--- src/rtl/hkl_pkg.sv ---
`default_nettype none

package hkl_pkg;

    localparam int KEY_W     = 32;
    localparam int HASH_W    = 32;
    localparam int HANDLE_W  = 12;
    localparam int KEY_BYTES = 12;

    localparam int DEF_BUCKETS = 1024;
    localparam int DEF_ENTRIES = 4096;

    localparam logic [HASH_W-1:0] FNV_BASIS = 32'd2166136261;
    localparam logic [HASH_W-1:0] FNV_PRIME = 32'd16777619;

    typedef enum logic [3:0] {
        ST_CLEAR,
        ST_IDLE,
        ST_HASH,
        ST_MOD,
        ST_HEAD_RD,
        ST_HEAD_CHK,
        ST_ENT_CHK,
        ST_ALLOC,
        ST_LINK,
        ST_RESULT
    } state_t;

    typedef enum logic [1:0] {
        RES_HIT,
        RES_NEW,
        RES_FULL
    } res_sel_t;

    typedef struct packed {
        logic     clr_step;
        logic     key_load;
        logic     hash_step;
        logic     mod_step;
        logic     walk_head;
        logic     walk_next;
        logic     alloc_write;
        logic     link_write;
        logic     res_load;
        res_sel_t res_sel;
        logic     out_load;
    } cmd_t;

    typedef struct packed {
        logic clr_last;
        logic hash_last;
        logic mod_skip;
        logic mod_last;
        logic head_end;
        logic link_end;
        logic key_match;
        logic pool_full;
        logic out_free;
    } status_t;

endpackage

`default_nettype wire

--- src/rtl/hkl_ctrl.sv ---
`default_nettype none

module hkl_ctrl (
    input  wire logic             clk,
    input  wire logic             rst_n,
    input  wire logic             in_valid,
    output logic                  in_ready,
    input  wire hkl_pkg::status_t status,
    output hkl_pkg::cmd_t         cmd
);
    import hkl_pkg::*;

    state_t state_reg;
    state_t state_next;

    always_ff @(posedge clk or negedge rst_n)
    begin
        if (!rst_n)
        begin
            state_reg <= ST_CLEAR;
        end
        else
        begin
            state_reg <= state_next;
        end
    end

    always_comb
    begin
        state_next = state_reg;
        cmd        = '0;
        cmd.res_sel = RES_HIT;
        in_ready   = 1'b0;
        case (state_reg)
            ST_CLEAR:
            begin
                cmd.clr_step = 1'b1;
                if (status.clr_last)
                begin
                    state_next = ST_IDLE;
                end
            end
            ST_IDLE:
            begin
                in_ready = 1'b1;
                if (in_valid)
                begin
                    cmd.key_load = 1'b1;
                    state_next   = ST_HASH;
                end
            end
            ST_HASH:
            begin
                cmd.hash_step = 1'b1;
                if (status.hash_last)
                begin
                    state_next = status.mod_skip ? ST_HEAD_RD : ST_MOD;
                end
            end
            ST_MOD:
            begin
                cmd.mod_step = 1'b1;
                if (status.mod_last)
                begin
                    state_next = ST_HEAD_RD;
                end
            end
            ST_HEAD_RD:
            begin
                state_next = ST_HEAD_CHK;
            end
            ST_HEAD_CHK:
            begin
                if (status.head_end)
                begin
                    state_next = ST_ALLOC;
                end
                else
                begin
                    cmd.walk_head = 1'b1;
                    state_next    = ST_ENT_CHK;
                end
            end
            ST_ENT_CHK:
            begin
                if (status.key_match)
                begin
                    cmd.res_load = 1'b1;
                    cmd.res_sel  = RES_HIT;
                    state_next   = ST_RESULT;
                end
                else
                begin
                    // current entry becomes the tail, follow its link
                    cmd.walk_next = 1'b1;
                    if (status.link_end)
                    begin
                        state_next = ST_ALLOC;
                    end
                end
            end
            ST_ALLOC:
            begin
                if (status.pool_full)
                begin
                    cmd.res_load = 1'b1;
                    cmd.res_sel  = RES_FULL;
                    state_next   = ST_RESULT;
                end
                else
                begin
                    cmd.alloc_write = 1'b1;
                    state_next      = ST_LINK;
                end
            end
            ST_LINK:
            begin
                cmd.link_write = 1'b1;
                cmd.res_load   = 1'b1;
                cmd.res_sel    = RES_NEW;
                state_next     = ST_RESULT;
            end
            ST_RESULT:
            begin
                if (status.out_free)
                begin
                    cmd.out_load = 1'b1;
                    state_next   = ST_IDLE;
                end
            end
            default:
            begin
                state_next = ST_IDLE;
            end
        endcase
    end

endmodule

`default_nettype wire

--- config.mk ---
export PLATFORM = sky130hd
export DESIGN_NAME = hkl_ctrl
export DESIGN_NICKNAME = d
export VERILOG_FILES = /design/src/rtl/hkl_pkg.sv /design/src/rtl/hkl_ctrl.sv
export SDC_FILE = /design/constraint.sdc
export NUM_CORES = 1
export LEC_CHECK = 0
export BUFFER_PORTS_ARGS = -buffer_cell sky130_fd_sc_hd__buf_2
export CAP_MARGIN = 15
export CORE_AREA = 8 8 45 47
export DETAILED_ROUTE_END_ITERATION = 12
export DIE_AREA = 0 0 53 55
export PLACE_DENSITY = 0.71
export SLEW_MARGIN = 20
export SYNTH_ARGS = -nofsm -noshare
export SYNTH_HDL_FRONTEND = slang
export SYNTH_SLANG_ARGS = --single-unit
--- constraint.sdc ---
create_clock -name clk -period 1.6 [get_ports clk]
set_clock_uncertainty 0.2 [all_clocks]
set_input_delay 0.24 -clock clk [delete_from_list [all_inputs] [get_ports clk]]
set_output_delay 0.24 -clock clk [all_outputs]
set_load 0.05 [all_outputs]
# ---- After elaboration in Yosys (flattened, before gate mapping)
# Cells that the tools add are included.
dict set report word_totals {
  register_bits 4
  input_bits 12
  output_inout_bits 13
  word_cells 47
}
dict set report classes {
  n_eq_ne 15
  muxes 29
  n_reduce_logical 2
}
# operator n
set op_table {}
lappend op_table {{$pmux 4 s10} 1}
lappend op_table {{$mux 4} 7}
lappend op_table {{$mux 1} 17}
lappend op_table {{$eq 4x3->1 const B} 4}
lappend op_table {{$ne 2x2->1 const B} 5}
lappend op_table {{$mux 3} 3}
lappend op_table {{$pmux 3 s3} 1}
lappend op_table {{$eq 4x2->1 const B} 2}
lappend op_table {{$eq 4x4->1 const B} 2}
lappend op_table {{$reduce_and 6->1} 1}
lappend op_table {{$eq 4x1->1 const B} 1}
lappend op_table {{$logic_not 4->1} 1}
lappend op_table {{$ne 3x3->1 const B} 1}

# ---- Logic depth before layout (Yosys ltp)
# Gate-level depths: netlist (run 1).
dict set report logic_depth {
  word_depth 3
  ltp_mapped 5
  mapped_depth_nobuf 4
}

# ---- Worst setup path after synthesis (run 1)
# Ideal clock, no wire load.
dict set report synth_path {
  path_type {reg2out}
  start {reg state_reg[1]}
  end {out cmd[3] (netlist name)}
  arrival_time_ns 2.795
  required_ns 1.160
  path_slack_ns -1.635
  stages_incl_launch_ff 4
  n_path_buf 1
  cell_sequence {dfrtp_1 -> clkbuf_1 -> nor4_1 -> o21bai_1}
}
# element line
set synth_rtl {}
lappend synth_rtl {{from (decl)} hkl_ctrl.sv:13} ;# state_t state_reg;
lappend synth_rtl {{from (signal assigned)} hkl_ctrl.sv:24} ;# state_reg <= state_next;
lappend synth_rtl {{to (decl)} hkl_ctrl.sv:9} ;# output hkl_pkg::cmd_t cmd

==> impl_metrics.yaml, run 1 <==
status:
  outcome: "finished with violations"
  failed_checks: "negative setup slack"
synth:
  synth-seq-cells: 4
  synthCells: 59
  syn_area_per_cell_um2: 7.72
  yosysWarnings: 0
  ys_seq_area_frac: 0.220
  syn_nets: 71
  netlist_area_um2: 455
  yosysUniqueCellTypes: 25
setup_path:
  start_kind: "flop"
  slowest_delay_ns: 0.46
  worst-setup-path-type: "reg2out"
  worstPathArrival_ns: 1.48
  slowest_stage: "dfrtp_2"
  path_buf_inv: 2
  crit_required_ns: 1.16
  cp_cell_sequence: "nand3b_1 -> buf_6 -> nor3b_4 -> buf_6"
  endpoint_kind: "output pin"
  crit_top_cell: "buf_6"
  critPathTopFamily: "flip-flops"
  critical_path.max_fanout: 6
routing:
  drt_iter0_drc: 21
  ant_nets: 0
  drt_first_pass_iters: 4
  wirelength_mm: 2.33
  wl_met2_mm: 1.28
  top_layer_used: "met4"
  wire_per_inst_um: 18.1
  wl_met3_um: 131
  vias: 712
  drc: 0
  via_per_inst: 5.52
  wl_met1_um: 871
pwr:
  p_leak_nw: 0.506
  powerDensity_nw_per_um2: 2140
  vdd_drop_max_mv: 1.33
timing:
  max_freq_mhz: 521
  fin_worst_hold_slack_ns: 0.135
  worstMarginPinSlew_ns: 0.458
  fin_ws_ns: -0.321
  slew_violations: 0
  setup_viol: 16
  relSlewSlack: 0.687
  rsz0062_at_grt: "true"
  period_needed_ns: 1.92
  period_share: 1.20
  timing_hold_violations_final: 0
place:
  dp_cells: 116
  gp_congestion: 0.827
  io_buffers: 24
  post-dp-hpwl_mm: 1.38
floorplanning:
  num_rows: 14
  io_pins: 25
  core_area_um2: 1380
  start_util: 0.329
  dieArea_um2: 2920
  die_h_um: 55
  die_w_um: 53
final_layout:
  antenna_cells: 0
  final_layout_size_suffix_gt1_frac: 0.752
  nets: 127
  fillers: 78
  final_common_cell: "buf_4"
  finalNonFillerCells: 129
  mostFrequentLayoutCells: "buf_4 (21), buf_6 (17), buf_2 (12), buf_8 (5)"
  multi_input_area_um2: 469
  fin_util: 0.813
  largest_register_ffs: 4
  ff_latch_area_um2: 104
  area_delta_synth_final_pct: 147
cts:
  ctsLongestPathBuffers: 2
  cts_tree: "done"
  clk_pin_slew_ns: 0.04
  numCtsBuffers: 3
  root_buffer: "clkbuf_4"
  cts.sinks: 4
  insertion_delay_ns: 0.24
  cts-htree-levels: 1
global_routing:
  grt_pass1_wl_mm: 3.09
  antenna_found_initial: 0
  overflow: 0
  grt.total_usage: 0.139
  grt_pass1_vias: 654
  grt_max_degree: 9
min_path:
  hold_class: "in2reg"
flow_run:
  drv_cap: 0
-- power by group --
group	switching [W]	internal, W
Sequential	0.0000834	0.000154
Combinational	0.00105	0.000984
Clock	0.0000461	0.0000842
Total	0.00118	0.00122
-- what timing repair did --
action                                  4_1_cts  5_1_grt
endpoints found under the setup margin       16       17
gates cloned                                  0        0
pin swaps                                     0        5
resized for setup                            43       13
buffers inserted                              4        5
endpoints found under the hold margin         4        0
hold buffers                                  1        0
-- per-stage QoR --
stage	worst slack, ns	total power, W	cell area, um2	TNS [ns]
floorplan	-0.482	0.00122	572	-2.84
global placement	-0.159	0.00163	832	-1.14
detailed placement	-0.182	0.00166	832	-1.31
CTS	-0.253	0.00215	1040	-2.99
global route	-0.335	0.00253	1120	-4.50
finish	-0.321	0.00241	1120	-3.87
-- cell families (layout without fill, tap and decap cells) --
group	Yosys count	in the layout	share of synthesized area
AND/OR/NAND/NOR	28	28	0.338
buffers and inverters	9	63	0.129
multiplexers	3	3	0.0659
AO/OA/AOI/OAI	15	15	0.247
flip-flops	4	4	0.220
-- Yosys cell counts --
cell	instances	area [um2]
or3_4	1	11.3
nand2_1	5	18.8
nor2b_1	2	12.5
buf_6	2	22.5
a32o_2	1	11.3
a21oi_1	2	10.0
o2111ai_1	1	8.76
and3_1	4	25.0
o41ai_1	1	8.76
nand3b_1	1	7.51
nor3_1	3	15.0
inv_1	4	15.0
nor3b_1	1	7.51
o31ai_1	1	7.51
nand2b_1	1	6.26
clkbuf_1	2	7.51
dfrtp_1	4	100
clkbuf_8	1	13.8
nor4_1	5	31.3
o21ai_0	5	25.0
a2111oi_0	1	8.76
o31ai_2	2	25.0
nor2_1	5	18.8
o21bai_1	1	7.51
mux2i_1	3	30.0
-- worst reg2reg max path, stage by stage (launching register included) --
cell and delay, ns:
dfrtp_2 0.44, buf_4 0.16, nand3b_1 0.13, nor4_1 0.07
buf_4 0.15, or3_4 0.40, o31ai_2 0.19
-- layer usage --
layer | GRT usage | up-vias
met5 | 0 | -
met4 | 0.0517 | 0
met3 | 0.00535 | 4
met2 | 0.258 | 36
met1 | 0.164 | 341
li1 | - | 331
-- worst paths after layout --
kind                              startpoint      endpoint  slack [ns]  cells past startpoint
worst max-delay path            state_reg[3]        cmd[5]       -0.32                      4
worst min-delay path               status[0]  state_reg[3]        0.13                      4
worst max register to register  state_reg[1]  state_reg[2]       -0.24                      6
worst min register to register  state_reg[1]  state_reg[1]        0.51                      3
max in group asynchronous              rst_n  state_reg[3]        0.92                      2
min in group asynchronous              rst_n  state_reg[0]        0.14                      2
-- final cells by class --
| cell class | instances | area share |
|---|---|---|
| Clock buffer | 3 | 0.0200 |
| Inverter | 4 | 0.0133 |
| Multi-Input combinational cell | 46 | 0.417 |
| Sequential cell | 4 | 0.0923 |
| Tap cell | 16 | 0.0178 |
| Timing Repair Buffer | 56 | 0.439 |
No activity file was read; power rests on OpenSTA's default activity.
==> run 2, diff against run 1 <==
- PLACE_DENSITY: 0.71 -> 0.68
- clock period: 1.6 -> 2.4 ns (I/O delays scaled with it)
==> run 2 against run 1 <==
  * The run now ends clean
  * Power is 63% lower
  * Final cell count is 22% lower
  * Routed wire length is 43% lower
  * Sequential power is 9.7% lower
  * Design area is 44% lower
  * Die area stayed put
  * Critical path depth is 1 lower
==> impl_metrics.yaml, run 2 (synthesized netlist as in run 1, its figures left out) <==
cts:
  cts.sinks: 4
  cts-htree-levels: 1
  insertion_delay_ns: 0.23
  post-cts-setup-buffers: 0
  clk_pin_slew_ns: 0.04
  cts_tree: "done"
  numCtsBuffers: 3
  root_buffer: "clkbuf_4"
  ctsLongestPathBuffers: 2
place:
  dpl_cell_area_um2: 597
  post-dp-hpwl_mm: 1.05
  gp_congestion: 0.834
  io_buffers: 24
min_path:
  hold_class: "in2async"
setup_path:
  endpoint_kind: "output pin"
  worst-setup-path-type: "reg2out"
  critPathLaunch: "state_reg[2]"
  r2r_cells: 5
  worst-r2r-setup-slack_ns: 0.43
  critical_path.max_fanout: 14
  reg2reg_to: "state_reg[2]"
  start_kind: "flop"
  crit_required_ns: 1.84
  rr_startpoint: "state_reg[2]"
  endpoint: "cmd[2]"
  worstPathArrival_ns: 1.64
final_layout:
  fillers: 152
  final_layout_size_suffix_gt1_frac: 0.476
  area_delta_synth_final_pct: 38.7
  antenna_cells: 0
  ff_latch_area_um2: 103
  nets: 98
  multi_input_area_um2: 327
  fin_area_um2: 632
  mostFrequentLayoutCells: "buf_2 (24), nor2_1 (5), nand2_1 (5), o21ai_0 (5)"
  final_common_cell: "buf_2"
  largest_register_ffs: 4
global_routing:
  antenna_found_initial: 0
  overflow: 0
  grt_pass1_vias: 521
  grt_pass1_wl_mm: 2.17
  grt.total_usage: 0.0979
  grt_max_degree: 16
routing:
  via_per_inst: 5.25
  wire_per_inst_um: 13.2
  drc: 0
  drt_iter0_drc: 5
  wirelength_mm: 1.32
  vias: 525
  drt_first_pass_iters: 4
  ant_nets: 0
timing:
  relSlewSlack: 0.669
  period_share: 0.918
  timing_hold_violations_final: 0
  setup-tns-final_ns: 0
  max_freq_mhz: 454
  slew_violations: 0
  rsz0062_at_grt: "false"
  worstMarginPinSlew_ns: 0.496
  period_needed_ns: 2.20
  setup_viol: 0
  fin_worst_hold_slack_ns: 0.256
pwr:
  p_clk_frac: 0.094
  power_frac_seq: 0.243
  p_leak_nw: 0.309
  pwr-share-comb: 0.664
  powerDensity_nw_per_um2: 1400
  vdd_drop_max_mv: 0.695
  internal-power_w: 0.000360
  p_sw_frac: 0.593
  p_sw_w: 0.000523
flow_run:
  drv_cap: 0
floorplanning:
  num_rows: 14
  dieArea_um2: 2920
  core_area_um2: 1380
  die_w_um: 53
  io_pins: 25
  die_h_um: 55
  start_util: 0.329
status:
  outcome: "completed"
==> run 2: power groups by stage <==
stage	Combinational (W)	Clock, W	Sequential [W]
CTS	0.000594	0.0000878	0.000210
global placement	0.000585	0	0.000206
detailed placement	0.000592	0	0.000213
global route	0.000642	0.0000926	0.000230
finish	0.000586	0.0000827	0.000214
floorplan	0.000583	0	0.000125
==> run 2: worst min path at each step <==
stage	slack, ns	endpoint	start
after floorplan	-0.14	state_reg[0]	rst_n
after global placement	-0.04	state_reg[1]	rst_n
after detailed placement	-0.03	state_reg[3]	rst_n
after CTS	0.25	state_reg[3]	rst_n
after global routing	0.28	state_reg[3]	status[0]
final	0.26	state_reg[3]	rst_n
==> run 2: area by class of cell <==
class,instances,area share
Multi-Input combinational cell,46,0.517
Tap cell,16,0.0317
Inverter,4,0.0238
Clock buffer,3,0.0356
Timing Repair Buffer,27,0.230
Sequential cell,4,0.162
==> run 2: through the flow <==
stage                     std cells   util  setup WS [ns]  power (W)
after floorplan                  59      -         -0.354   0.000708
after global placement           96  0.431          0.406   0.000792
after detailed placement         96  0.431          0.352   0.000804
after CTS                       100  0.455          0.111   0.000891
after global routing            100  0.457         0.0599   0.000965
final                           100  0.457          0.197   0.000883
==> run 2: layer usage <==
layer  share of wire  track usage  wire length (um)
met5               0            0                 0
met4               0       0.0388                 0
met3            0.10       0.0428               137
met2            0.50        0.170               659
met1            0.40        0.102               527
==> run 2: timing repair <==
action,CTS,global route
endpoints found under the setup margin,0,1
hold endpoints to repair,4,0
resized for setup,0,2
hold buffers,1,0
==> run 2: critical path: stages (launching register included) <==
cell and delay (ns):
dfrtp_1 0.64, nand3b_1 0.28, nor2_1 0.20, buf_2 0.29
